`config.mk`:
```
export PLATFORM = sky130hd
export DESIGN_NAME = adc_sample_conditioner_flat
export DESIGN_NICKNAME = d
export VERILOG_FILES = /design/src/hdl/asc_pkg.sv /design/src/hdl/asc_if.sv /design/src/hdl/asc_div.sv /design/src/hdl/adc_sample_conditioner.sv /design/src/flat_wrapper.sv
export SDC_FILE = /design/constraint.sdc
export NUM_CORES = 1
export LEC_CHECK = 0
export BUFFER_PORTS_ARGS = -buffer_cell sky130_fd_sc_hd__buf_4
export CORE_ASPECT_RATIO = 2
export CORE_MARGIN = 4
export CORE_UTILIZATION = 35
export CTS_CLUSTER_DIAMETER = 40
export DETAILED_ROUTE_END_ITERATION = 8
export GPL_ROUTABILITY_DRIVEN = 0
export PLACE_DENSITY = 0.55
export SYNTH_ARGS = -nofsm -noshare
export SYNTH_HDL_FRONTEND = slang
export SYNTH_HIERARCHICAL = 1
export SYNTH_SLANG_ARGS = --single-unit
```
`constraint.sdc`:
```
create_clock -name clk -period 22 [get_ports clk]
set_clock_uncertainty 0.2 [all_clocks]
set_input_delay 2.2 -clock clk [delete_from_list [all_inputs] [get_ports clk]]
set_output_delay 2.2 -clock clk [all_outputs]
set_load 0.05 [all_outputs]
```
`src/hdl/asc_pkg.sv`:
```
`timescale 1ns / 1ps
`default_nettype none
// ----------------------------------------------------------------------------
// asc_pkg
// Shared widths, register map and mode codes of the sample conditioner.
// ----------------------------------------------------------------------------
package asc_pkg;

  localparam int SAMPLE_W = 12;
  localparam int LEVEL_W  = 10;
  localparam int MODE_W   = 3;
  localparam int LEN_W    = 9;
  localparam int ADDR_W   = 5;
  localparam int DATA_W   = 32;
  localparam int IDX_W    = 3;

  // register index, byte address = 4 * index
  localparam logic [IDX_W-1:0] REG_MODE      = 3'd0;
  localparam logic [IDX_W-1:0] REG_MAP_LOW   = 3'd1;
  localparam logic [IDX_W-1:0] REG_MAP_HIGH  = 3'd2;
  localparam logic [IDX_W-1:0] REG_WINDOW    = 3'd3;
  localparam logic [IDX_W-1:0] REG_HOLD_BAND = 3'd4;

  localparam logic [MODE_W-1:0] MODE_EMA      = 3'd0;
  localparam logic [MODE_W-1:0] MODE_WIN_AVG  = 3'd1;
  localparam logic [MODE_W-1:0] MODE_WIN_MAX  = 3'd2;
  localparam logic [MODE_W-1:0] MODE_HOLD_AVG = 3'd3;
  localparam logic [MODE_W-1:0] MODE_HOLD_MAX = 3'd4;

  localparam logic [MODE_W-1:0]  RST_MODE      = MODE_EMA;
  localparam logic [LEVEL_W-1:0] RST_MAP_LOW   = 10'd0;
  localparam logic [LEVEL_W-1:0] RST_MAP_HIGH  = 10'd100;
  localparam logic [LEN_W-1:0]   RST_WINDOW    = 9'd1;
  localparam logic [LEVEL_W-1:0] RST_HOLD_BAND = 10'd0;

endpackage

`default_nettype wire

```
`src/hdl/asc_if.sv`:
```
`timescale 1ns / 1ps
`default_nettype none
// ----------------------------------------------------------------------------
// asc_sample_if / asc_result_if
// Valid/ready channels for raw samples and for conditioned results.
// ----------------------------------------------------------------------------
interface asc_sample_if
  import asc_pkg::*;
  ();
  logic                valid;
  logic                ready;
  logic [SAMPLE_W-1:0] sample;

  modport source (output valid, output sample, input ready);
  modport sink   (input valid, input sample, output ready);
endinterface

interface asc_result_if
  import asc_pkg::*;
  ();
  logic                valid;
  logic                ready;
  logic [LEVEL_W-1:0]  level;
  logic [SAMPLE_W-1:0] raw_level;

  modport source (output valid, output level, output raw_level, input ready);
  modport sink   (input valid, input level, input raw_level, output ready);
endinterface

`default_nettype wire

```
`src/hdl/asc_div.sv`:
```
`timescale 1ns / 1ps
`default_nettype none
// ----------------------------------------------------------------------------
// asc_div
// Restoring divider, one quotient bit per cycle. Forms the window average
// from the window sum and the window length.
// ----------------------------------------------------------------------------
module asc_div #(
  parameter int DW = 23,
  parameter int VW = 16
) (
  input  wire logic          clk,
  input  wire logic          rst,
  input  wire logic          start,
  input  wire logic [DW-1:0] dividend,
  input  wire logic [VW-1:0] divisor,
  output logic      [DW-1:0] quotient,
  output logic               done
);

  localparam int CW = $clog2(DW + 1);

  logic [VW-1:0] dvs;
  logic [VW-1:0] rem;
  logic [DW-1:0] quo;
  logic [CW-1:0] cnt;
  logic          run;
  logic [VW:0]   rem_sh;
  logic [VW:0]   diff;
  logic          fits;

  always_comb begin
    rem_sh = {rem, quo[DW-1]};
    diff   = rem_sh - {1'b0, dvs};
    fits   = (rem_sh >= {1'b0, dvs});
  end

  always_ff @(posedge clk) begin
    if (rst) begin
      run  <= 1'b0;
      done <= 1'b0;
      cnt  <= '0;
    end else begin
      done <= run && (cnt == CW'(1));
      if (start) begin
        run <= 1'b1;
        cnt <= CW'(DW);
      end else if (run) begin
        cnt <= cnt - CW'(1);
        if (cnt == CW'(1)) begin
          run <= 1'b0;
        end
      end
    end
  end

  always_ff @(posedge clk) begin
    if (start) begin
      quo <= dividend;
      rem <= '0;
      dvs <= divisor;
    end else if (run) begin
      quo <= {quo[DW-2:0], fits};
      rem <= fits ? diff[VW-1:0] : rem_sh[VW-1:0];
    end
  end

  assign quotient = quo;

  // a pulse of done closes exactly one run
  assert property (@(posedge clk) disable iff (rst) done |-> !run && $past(run))
    else $error("asc_div: done without a finished run");
  assert property (@(posedge clk) disable iff (rst) run |-> cnt != '0)
    else $error("asc_div: running with an empty count");
  assert property (@(posedge clk) disable iff (rst) start |=> run)
    else $error("asc_div: start did not launch a run");

endmodule

`default_nettype wire

```
`src/hdl/adc_sample_conditioner.sv`:
```
`timescale 1ns / 1ps
`default_nettype none
// ----------------------------------------------------------------------------
// adc_sample_conditioner
// EMA / window average / window max of raw samples, mapped to a level range
// with optional hold band; a bit-serial divider forms the window average.
// ----------------------------------------------------------------------------
// Flow: EMA, window max and held max items pass from accept through product,
//   reciprocal scale, clamp, and hold in the hold modes; held max gives a result only at window end.
// Items that close a window average first pass a bit-serial divide; other
//   window samples are only accumulated. No sample is accepted while an item
//   is in work. A result waiting on the output stalls the next.
// Reset (synchronous): registers to reset values; filter, hold, window cleared.
module adc_sample_conditioner
  import asc_pkg::*;
#(
  parameter int ADC_MAX       = 4095,
  parameter int WINDOW_MAX    = 256,
  parameter int EMA_FRAC_BITS = 8
) (
  input  wire logic              clk,
  input  wire logic              rst,
  asc_sample_if.sink             sample_ch,
  asc_result_if.source           result_ch,
  input  wire logic              psel,
  input  wire logic              penable,
  input  wire logic              pwrite,
  input  wire logic [ADDR_W-1:0] paddr,
  input  wire logic [DATA_W-1:0] pwdata,
  output logic      [DATA_W-1:0] prdata,
  output logic                   pready
);

  localparam int SPAN_W = LEVEL_W + 1;
  localparam int PW     = SAMPLE_W + SPAN_W;
  localparam int LW     = $clog2(WINDOW_MAX + 1);
  localparam int SUMW   = SAMPLE_W + LW;
  localparam int EW     = SAMPLE_W + EMA_FRAC_BITS;
  // divide by ADC_MAX as a multiply by the rounded-up reciprocal, exact for
  // every PW-bit product
  localparam int RK     = PW + $clog2(ADC_MAX);
  localparam int RW     = PW + 2;
  localparam logic [63:0] RECIP = ((64'd1 << RK) + 64'(ADC_MAX) - 64'd1) / 64'(ADC_MAX);

  typedef enum logic [2:0] {
    ST_IDLE,
    ST_AVG_WAIT,
    ST_MAP_GO,
    ST_MAP_WAIT,
    ST_POST
  } state_t;

  // configuration registers
  logic [MODE_W-1:0]  mode;
  logic [LEVEL_W-1:0] map_low;
  logic [LEVEL_W-1:0] map_high;
  logic [LEN_W-1:0]   window_len;
  logic [LEVEL_W-1:0] hold_band;

  logic [IDX_W-1:0]   cfg_idx;
  logic               cfg_wr;
  logic               cfg_clr;

  assign pready  = 1'b1;
  assign cfg_idx = paddr[ADDR_W-1:2];
  assign cfg_wr  = psel && penable && pwrite && pready;
  assign cfg_clr = cfg_wr && (cfg_idx == REG_MODE || cfg_idx == REG_WINDOW);

  always_ff @(posedge clk) begin
    if (rst) begin
      mode       <= RST_MODE;
      map_low    <= RST_MAP_LOW;
      map_high   <= RST_MAP_HIGH;
      window_len <= RST_WINDOW;
      hold_band  <= RST_HOLD_BAND;
    end else if (cfg_wr) begin
      case (cfg_idx)
        REG_MODE:      mode       <= pwdata[MODE_W-1:0];
        REG_MAP_LOW:   map_low    <= pwdata[LEVEL_W-1:0];
        REG_MAP_HIGH:  map_high   <= pwdata[LEVEL_W-1:0];
        REG_WINDOW:    window_len <= pwdata[LEN_W-1:0];
        REG_HOLD_BAND: hold_band  <= pwdata[LEVEL_W-1:0];
        default: ;
      endcase
    end
  end

  always_comb begin
    case (cfg_idx)
      REG_MODE:      prdata = DATA_W'(mode);
      REG_MAP_LOW:   prdata = DATA_W'(map_low);
      REG_MAP_HIGH:  prdata = DATA_W'(map_high);
      REG_WINDOW:    prdata = DATA_W'(window_len);
      REG_HOLD_BAND: prdata = DATA_W'(hold_band);
      default:       prdata = '0;
    endcase
  end

  // effective window length: zero counts as one, saturates at WINDOW_MAX
  logic [31:0]   len_sat;
  logic [LW-1:0] eff_len;

  always_comb begin
    if (window_len == '0) begin
      len_sat = 32'd1;
    end else if (32'(window_len) > 32'(WINDOW_MAX)) begin
      len_sat = 32'(WINDOW_MAX);
    end else begin
      len_sat = 32'(window_len);
    end
    eff_len = len_sat[LW-1:0];
  end

  // datapath state
  state_t              state;
  logic [EW-1:0]       ema_value;
  logic                ema_valid;
  logic [LEVEL_W-1:0]  last_level;
  logic                last_valid;
  logic [LW-1:0]       window_count;
  logic [SUMW-1:0]     window_sum;
  logic [SAMPLE_W-1:0] window_peak;
  logic [SAMPLE_W-1:0] val;
  logic                out_valid;
  logic [LEVEL_W-1:0]  out_level;
  logic [SAMPLE_W-1:0] out_raw;

  logic                accept;
  logic [SAMPLE_W-1:0] s;

  assign sample_ch.ready = (state == ST_IDLE);
  assign accept          = sample_ch.valid && sample_ch.ready;
  assign s               = sample_ch.sample;

  assign result_ch.valid     = out_valid;
  assign result_ch.level     = out_level;
  assign result_ch.raw_level = out_raw;

  // EMA step: (3*ema + sample<<F) >> 2, first sample loads directly
  logic [EW-1:0]   ema_sq;
  logic [EW+1:0]   ema_sum;
  logic [EW-1:0]   ema_next;

  always_comb begin
    ema_sq   = EW'(s) << EMA_FRAC_BITS;
    ema_sum  = (EW+2)'({ema_value, 1'b0}) + (EW+2)'(ema_value) + (EW+2)'(ema_sq);
    ema_next = ema_valid ? ema_sum[EW+1:2] : ema_sq;
  end

  // window accumulation at accept (average and max modes)
  logic [SUMW-1:0]     sum_next;
  logic [SAMPLE_W-1:0] peak_next;
  logic [LW-1:0]       count_next;
  logic                win_full;

  always_comb begin
    sum_next   = window_sum + SUMW'(s);
    peak_next  = (s > window_peak) ? s : window_peak;
    count_next = window_count + LW'(1);
    win_full   = (count_next >= eff_len);
  end

  // window average divider and mapping product
  logic                div_start;
  logic [SUMW-1:0]     div_dividend;
  logic [LW-1:0]       div_divisor;
  logic [SUMW-1:0]     div_quo;
  logic                div_done;
  logic [SPAN_W-1:0]   span;
  logic [PW-1:0]       product;
  logic [PW-1:0]       prod_r;
  logic [PW+RW-1:0]    recip_prod;
  logic [PW-1:0]       map_q;
  logic                avg_go;

  always_comb begin
    span       = {1'b0, map_high} - {1'b0, map_low} + SPAN_W'(1);
    product    = PW'(val) * PW'(span);
    recip_prod = (PW+RW)'(prod_r) * (PW+RW)'(RECIP[RW-1:0]);
    avg_go     = accept && win_full &&
                 (mode == MODE_WIN_AVG || mode == MODE_HOLD_AVG);
    div_start    = avg_go;
    div_dividend = sum_next;
    div_divisor  = eff_len;
  end

  asc_div #(
    .DW (SUMW),
    .VW (LW)
  ) u_div (
    .clk      (clk),
    .rst      (rst),
    .start    (div_start),
    .dividend (div_dividend),
    .divisor  (div_divisor),
    .quotient (div_quo),
    .done     (div_done)
  );

  // mapping, clamp and hold rule
  logic [PW:0]         qsum;
  logic [LEVEL_W-1:0]  mapped;
  logic [LEVEL_W-1:0]  diff;
  logic                keep;
  logic [LEVEL_W-1:0]  held;
  logic [SAMPLE_W-1:0] peak_held;
  logic                out_free;
  logic                hmax_full;

  always_comb begin
    qsum = (PW+1)'(map_q) + (PW+1)'(map_low);
    if (map_high < map_low) begin
      mapped = map_high;
    end else if (qsum > (PW+1)'(map_high)) begin
      mapped = map_high;
    end else begin
      mapped = qsum[LEVEL_W-1:0];
    end
    diff      = (mapped > last_level) ? mapped - last_level : last_level - mapped;
    keep      = last_valid && (diff <= hold_band);
    held      = keep ? last_level : mapped;
    peak_held = (SAMPLE_W'(held) > window_peak) ? SAMPLE_W'(held) : window_peak;
    hmax_full = (count_next >= eff_len);
    out_free  = !out_valid || result_ch.ready;
  end

  always_ff @(posedge clk) begin
    if (rst) begin
      state        <= ST_IDLE;
      ema_value    <= '0;
      ema_valid    <= 1'b0;
      last_level   <= '0;
      last_valid   <= 1'b0;
      window_count <= '0;
      window_sum   <= '0;
      window_peak  <= '0;
      out_valid    <= 1'b0;
    end else begin
      if (out_valid && result_ch.ready) begin
        out_valid <= 1'b0;
      end
      case (state)
        ST_IDLE: begin
          if (accept) begin
            case (mode)
              MODE_EMA: begin
                ema_value <= ema_next;
                ema_valid <= 1'b1;
                val       <= ema_next[EW-1:EMA_FRAC_BITS];
                state     <= ST_MAP_GO;
              end
              MODE_WIN_AVG, MODE_WIN_MAX, MODE_HOLD_AVG: begin
                if (win_full) begin
                  window_count <= '0;
                  window_sum   <= '0;
                  window_peak  <= '0;
                  if (mode == MODE_WIN_MAX) begin
                    val   <= peak_next;
                    state <= ST_MAP_GO;
                  end else begin
                    state <= ST_AVG_WAIT;
                  end
                end else begin
                  window_count <= count_next;
                  window_sum   <= sum_next;
                  window_peak  <= peak_next;
                end
              end
              MODE_HOLD_MAX: begin
                val   <= s;
                state <= ST_MAP_GO;
              end
              default: ;
            endcase
          end
        end
        ST_AVG_WAIT: begin
          if (div_done) begin
            val   <= div_quo[SAMPLE_W-1:0];
            state <= ST_MAP_GO;
          end
        end
        ST_MAP_GO: begin
          prod_r <= product;
          state  <= ST_MAP_WAIT;
        end
        ST_MAP_WAIT: begin
          map_q <= PW'(recip_prod >> RK);
          state <= ST_POST;
        end
        ST_POST: begin
          if (out_free) begin
            state <= ST_IDLE;
            case (mode)
              MODE_EMA: begin
                last_level <= mapped;
                last_valid <= 1'b1;
                out_valid  <= 1'b1;
                out_level  <= mapped;
                out_raw    <= val;
              end
              MODE_HOLD_AVG: begin
                last_level <= held;
                last_valid <= 1'b1;
                out_valid  <= 1'b1;
                out_level  <= held;
                out_raw    <= val;
              end
              MODE_HOLD_MAX: begin
                last_level <= held;
                last_valid <= 1'b1;
                if (hmax_full) begin
                  window_count <= '0;
                  window_sum   <= '0;
                  window_peak  <= '0;
                  out_valid    <= 1'b1;
                  out_level    <= peak_held[LEVEL_W-1:0];
                  out_raw      <= '0;
                end else begin
                  window_count <= count_next;
                  window_peak  <= peak_held;
                end
              end
              default: begin
                out_valid <= 1'b1;
                out_level <= mapped;
                out_raw   <= val;
              end
            endcase
          end
        end
        default: state <= ST_IDLE;
      endcase
      if (cfg_clr) begin
        window_count <= '0;
        window_sum   <= '0;
        window_peak  <= '0;
      end
    end
  end

  // divider results only arrive while the sequencer waits for them
  assert property (@(posedge clk) disable iff (rst)
    div_done |-> (state == ST_AVG_WAIT))
    else $error("asc: divider finished outside the wait state");
  assert property (@(posedge clk) disable iff (rst)
    window_count < eff_len || window_count == '0)
    else $error("asc: window count ran past the window length");
  assert property (@(posedge clk) disable iff (rst)
    (state == ST_POST && out_free && mode != MODE_HOLD_MAX) |=> out_valid)
    else $error("asc: finished item not presented");
  assert property (@(posedge clk) disable iff (rst)
    (state == ST_MAP_GO) |=> state == ST_MAP_WAIT)
    else $error("asc: mapping product not passed to the scale step");

endmodule

`default_nettype wire
```
`src/flat_wrapper.sv`:
```
// flat-port wrapper written by rule: the top's interface ports become plain ports
module adc_sample_conditioner_flat import asc_pkg::*;
#(
  parameter int ADC_MAX       = 4095,
  parameter int WINDOW_MAX    = 256,
  parameter int EMA_FRAC_BITS = 8
)
  (clk, rst, psel, penable, pwrite, paddr, pwdata, prdata, pready, sample_ch_valid, sample_ch_sample, sample_ch_ready, result_ch_valid, result_ch_level, result_ch_raw_level, result_ch_ready);
  asc_sample_if sample_ch_i ();
  asc_result_if result_ch_i ();
  input  wire logic clk;
  input  wire logic rst;
  input  wire logic psel;
  input  wire logic penable;
  input  wire logic pwrite;
  input  wire logic [ADDR_W-1:0] paddr;
  input  wire logic [DATA_W-1:0] pwdata;
  output logic      [DATA_W-1:0] prdata;
  output logic pready;
  input wire logic [$bits(sample_ch_i.valid)-1:0] sample_ch_valid;
  input wire logic [$bits(sample_ch_i.sample)-1:0] sample_ch_sample;
  output wire logic [$bits(sample_ch_i.ready)-1:0] sample_ch_ready;
  output wire logic [$bits(result_ch_i.valid)-1:0] result_ch_valid;
  output wire logic [$bits(result_ch_i.level)-1:0] result_ch_level;
  output wire logic [$bits(result_ch_i.raw_level)-1:0] result_ch_raw_level;
  input wire logic [$bits(result_ch_i.ready)-1:0] result_ch_ready;
  assign sample_ch_i.valid = sample_ch_valid;
  assign sample_ch_i.sample = sample_ch_sample;
  assign sample_ch_ready = sample_ch_i.ready;
  assign result_ch_valid = result_ch_i.valid;
  assign result_ch_level = result_ch_i.level;
  assign result_ch_raw_level = result_ch_i.raw_level;
  assign result_ch_i.ready = result_ch_ready;
  adc_sample_conditioner #(.ADC_MAX(ADC_MAX), .WINDOW_MAX(WINDOW_MAX), .EMA_FRAC_BITS(EMA_FRAC_BITS)) u_core (.clk(clk), .rst(rst), .sample_ch(sample_ch_i), .result_ch(result_ch_i), .psel(psel), .penable(penable), .pwrite(pwrite), .paddr(paddr), .pwdata(pwdata), .prdata(prdata), .pready(pready));
endmodule
```
==> out/qor.txt <==
Antenna violations before repair: 0
Post-detail-place hpwl: 50100 microns
Root buffer selected by CTS: sky130_fd_sc_hd__clkbuf_16
Synthesis-to-layout area growth: 10.2%
Critical path endpoint category: flip-flop
Sequential fraction of design power: 0.269
Class of the most critical setup path: reg2reg
Max IR drop VDD: 79.7 uV
DRC: 0
Switching power as a share of total power: 0.420
CTS tree: done
Overflow after GRT: 0
Number of placement rows: 128
Data arrival time at the worst-slack endpoint: 11.35 ns
Via Count: 17.6k
Part of the total power dissipated in combinational logic: 0.519
Final number of max-transition violations: 0
Result of the run: completed
Ratio of total power to cell area: 91.7 mW/mm^2
Aggregate negative setup slack: 0 ns
Final Hold Violating Endpoints: 0
Final wirelength: 62800 microns
Share of the yosys chip area belonging to registers: 0.265
Die area: 0.0657 sq mm
Max-Slew Margin vs Limit: 0.227
Core area: 0.0609 sq mm
Final Critical Period: 11.05 ns
Routed length per instance: 19.6 microns
Latest clock arrival within the worst-skew pair: 0.59 ns
Number of vias per cell after detailed routing: 5.48
CP dominant cell by count: sky130_fd_sc_hd__ha_1
Buffers on Ports: 65
Transition time of the tightest slew-check pin: 1.16 ns
Hold buffer count at CTS: 0
Antenna Diode Count: 0
Summed area of non-filler cells in the final layout: 0.0237 sq mm
DP Worst Slack: 11.18 ns
Total clock sinks: 235
Setup bufs post-CTS: 0
Vias in the first global route: 18.2k
Pin count of the biggest net entering global routing: 73
Post-cts resize count: 0
Violation count after the first detailed-route iteration: 883
Int Pwr: 1.26 mW
Fraction of registers with async set or reset after synthesis: 0
Max-capacitance violation count: 0
Worst-path cell with the longest stage delay: sky130_fd_sc_hd__nor3_1
Distinct cells, synth: 85
TritonCTS buffer count: 28
Vertical die dimension: 359 microns
Class of the most critical hold timing path: reg2reg
GRT Util Overall: 0.187
P_sw: 0.912 mW
Final period util: 0.502
Number of enable-type register cells in the synthesized netlist: 99
Post-layout worst setup margin: 10.95 ns
Predominant post-synthesis flop cell: sky130_fd_sc_hd__dfxtp_1
I/O Pins: 113
Buffers from clock root to sink, at most: 3
Depth of the CTS H-tree: 1
Final layout net count: 2876
Average cell area after synthesis: 9.06 sq um
Fraction of final layout cells sized beyond drive strength 1: 0.0791
Static leakage power: 10.5 nW
F_max: 90.5 MHz
Cell area reported after detailed placement: 0.0228 sq mm
CP max stage delay: 0.77 ns
Clock group share of total power: 0.212
Yosys synthesis warning count: 6
CP startpoint kind: flip-flop
Clock Pin Slew Worst Setup and Hold Paths: 0.07 ns
Flip-flop and latch count after synthesis: 235
First-pass GRT wire length: 97800 microns
Number of search-and-repair iterations in the first detailed-routing pass: 5
Number of nets with antenna violations after routing: 0
Crit-path max FO: 27
Setup repair after global routing missed its margin: false
Worst Path Required: 22.30 ns
Starting density of the core: 0.354
Final Setup Violations: 0
Die W: 183 microns
Netlist Area Pre-Place: 0.0215 sq mm
Gate count of the mapped netlist: 2374
final timing paths:
kind / endpoint / slack, ns / startpoint / depth (start not counted)
min reg2reg: u_core/window_sum[0]$_SDFFE_PP0P_ / 0.26 / u_core/window_sum[0]$_SDFFE_PP0P_ / 2
max reg2reg: u_core/window_peak[8]$_SDFFE_PP0P_ / 10.95 / u_core/map_low[0]$_SDFFE_PP0P_ / 46
max: u_core/window_peak[8]$_SDFFE_PP0P_ / 10.95 / u_core/map_low[0]$_SDFFE_PP0P_ / 46
min: u_core/window_sum[0]$_SDFFE_PP0P_ / 0.26 / u_core/window_sum[0]$_SDFFE_PP0P_ / 2
synthesized netlist by cell type (5+ instances only):
library cell / n / area share
sky130_fd_sc_hd__mux2_2: 21 / 0.011
sky130_fd_sc_hd__and3_1: 15 / 0.0044
sky130_fd_sc_hd__edfxtp_1: 99 / 0.14
sky130_fd_sc_hd__a22oi_1: 27 / 0.0094
sky130_fd_sc_hd__buf_1: 10 / 0.0017
sky130_fd_sc_hd__nand2b_1: 31 / 0.0090
sky130_fd_sc_hd__a31oi_1: 20 / 0.0058
sky130_fd_sc_hd__nor3_1: 42 / 0.0098
sky130_fd_sc_hd__inv_1: 219 / 0.038
sky130_fd_sc_hd__clkbuf_1: 72 / 0.013
sky130_fd_sc_hd__o21ai_1: 7 / 0.0016
sky130_fd_sc_hd__or3_1: 14 / 0.0041
sky130_fd_sc_hd__a211o_1: 6 / 0.0024
sky130_fd_sc_hd__and4_1: 9 / 0.0037
sky130_fd_sc_hd__nor4_1: 8 / 0.0023
sky130_fd_sc_hd__nand3b_1: 8 / 0.0028
sky130_fd_sc_hd__o21a_1: 14 / 0.0049
sky130_fd_sc_hd__xor2_1: 39 / 0.016
sky130_fd_sc_hd__a221oi_1: 13 / 0.0053
sky130_fd_sc_hd__o21ai_0: 120 / 0.028
sky130_fd_sc_hd__fa_1: 113 / 0.11
sky130_fd_sc_hd__a21oi_1: 139 / 0.032
sky130_fd_sc_hd__a21o_1: 35 / 0.012
sky130_fd_sc_hd__buf_4: 25 / 0.0087
sky130_fd_sc_hd__o31ai_1: 6 / 0.0021
sky130_fd_sc_hd__mux2i_1: 68 / 0.032
sky130_fd_sc_hd__o22ai_1: 6 / 0.0017
sky130_fd_sc_hd__nand3_1: 43 / 0.010
sky130_fd_sc_hd__xnor2_1: 57 / 0.023
sky130_fd_sc_hd__o21bai_1: 15 / 0.0052
sky130_fd_sc_hd__ha_1: 302 / 0.18
sky130_fd_sc_hd__a221o_1: 8 / 0.0037
sky130_fd_sc_hd__o2111ai_1: 6 / 0.0024
sky130_fd_sc_hd__nor2b_1: 44 / 0.013
sky130_fd_sc_hd__nor2_1: 175 / 0.031
sky130_fd_sc_hd__a211oi_1: 25 / 0.0087
sky130_fd_sc_hd__dfxtp_1: 136 / 0.13
sky130_fd_sc_hd__a21boi_0: 6 / 0.0021
sky130_fd_sc_hd__a32oi_1: 5 / 0.0020
sky130_fd_sc_hd__and2_1: 59 / 0.017
sky130_fd_sc_hd__o211ai_1: 13 / 0.0045
sky130_fd_sc_hd__nand4_1: 17 / 0.0049
sky130_fd_sc_hd__nand2_1: 204 / 0.036
worst max-delay path, delay by kind of cell (launching register included):
kind / cells / cell delay (ns)
compound gates: 21 / 4.08
buf+inv: 5 / 0.70
flops: 1 / 0.54
xor+xnor: 2 / 0.42
simple gates: 11 / 2.42
mux: 1 / 0.62
fa+ha+maj: 6 / 1.96
final cells by class:
cell class | instances | area, sq um
clock buffers | 33 | 729
repair buffers | 92 | 691
inverters | 223 | 837
fillers | 6190 | 37200
multi-input cells | 1825 | 14600
clock inverters | 19 | 173
well taps | 780 | 976
flip-flops and latches | 235 | 5700
kinds of logic (layout without fill, tap and decap cells):
logic type	count (synthesis)	count (layout)	synth area share
and+or+nand+nor	689	689	0.154
AOI/OAI and AO/OA	511	511	0.154
adders and majority gates	415	415	0.281
buffers and inverters	335	367	0.0634
DFF	235	235	0.265
xor gates and xnor gates	96	96	0.0391
muxes	91	91	0.0439
other	2	23	0.000349
placed cells by master (no fill, tap or decap), types with 8 or more instances in the layout:
master,n
sky130_fd_sc_hd__a211oi_1,25
sky130_fd_sc_hd__o21bai_1,15
sky130_fd_sc_hd__xor2_1,39
sky130_fd_sc_hd__fa_1,113
sky130_fd_sc_hd__clkbuf_16,28
sky130_fd_sc_hd__or3_1,14
sky130_fd_sc_hd__a21o_1,35
sky130_fd_sc_hd__nand2b_1,31
sky130_fd_sc_hd__a22oi_1,27
sky130_fd_sc_hd__nor2b_1,44
sky130_fd_sc_hd__o21ai_0,120
sky130_fd_sc_hd__nor2_1,175
sky130_fd_sc_hd__nand3_1,43
sky130_fd_sc_hd__nand3b_1,8
sky130_fd_sc_hd__inv_1,219
sky130_fd_sc_hd__nand4_1,17
sky130_fd_sc_hd__nand2_1,204
sky130_fd_sc_hd__mux2_2,21
sky130_fd_sc_hd__xnor2_1,54
sky130_fd_sc_hd__dfxtp_1,136
sky130_fd_sc_hd__mux2i_1,68
sky130_fd_sc_hd__edfxtp_1,99
sky130_fd_sc_hd__o21a_1,14
sky130_fd_sc_hd__a21oi_1,138
sky130_fd_sc_hd__a221o_1,8
sky130_fd_sc_hd__and3_1,14
sky130_fd_sc_hd__ha_1,302
sky130_fd_sc_hd__a221oi_1,13
sky130_fd_sc_hd__nor3_1,37
sky130_fd_sc_hd__a31oi_1,20
sky130_fd_sc_hd__conb_1,23
sky130_fd_sc_hd__nor4_1,8
sky130_fd_sc_hd__buf_4,92
sky130_fd_sc_hd__and4_1,9
sky130_fd_sc_hd__o211ai_1,13
sky130_fd_sc_hd__and2_1,59
power by group through the flow:
| stage | Combinational (mW) | Clock (mW) | Sequential [mW] |
|---|---|---|---|
| finish | 1.13 | 0.461 | 0.584 |
| global placement | 1.11 | 0 | 0.594 |
| global route | 1.29 | 0.491 | 0.587 |
| CTS | 1.14 | 0.475 | 0.585 |
| floorplan | 0.869 | 0 | 0.557 |
| detailed placement | 1.13 | 0 | 0.594 |
sequential cells by signal, summed over array words and instances (netlist names), 5 cells and up:
register and flops:
u_core/window_count 9, u_core/last_level 10, u_core/u_div/quotient 21, u_core/u_div/cnt 5
u_core/ema_value 20, u_core/map_high 10, u_core/result_ch.level 10, u_core/window_len 9
u_core/window_peak 12, u_core/u_div/dvs 9, u_core/prod_r 23, u_core/val 12
u_core/map_low 10, u_core/map_q 12, u_core/window_sum 21, u_core/hold_band 10
u_core/result_ch.raw_level 12, u_core/u_div/rem 9
metal layers:
metal  routed length [microns]  vias to the layer above  track usage
met5                         0                        -            0
met3                      2120                      166       0.0172
li1                          -                     8348            -
met1                     21100                     8605        0.176
met2                     36100                      442        0.388
met4                      3460                        0       0.0975
metrics by stage:
| step | hold WS [ns] | std cells | power [mW] | util |
|---|---|---|---|---|
| after global routing | 0.290 | 3207 | 2.37 | 0.389 |
| final | 0.256 | 3207 | 2.17 | 0.389 |
| after detailed placement | 0.243 | 3155 | 1.72 | 0.375 |
| after global placement | 0.236 | 3155 | 1.70 | 0.375 |
| after floorplan | 0.226 | 2395 | 1.43 | - |
| after CTS | 0.257 | 3207 | 2.20 | 0.389 |
No activity file was read; power rests on OpenSTA's default activity.
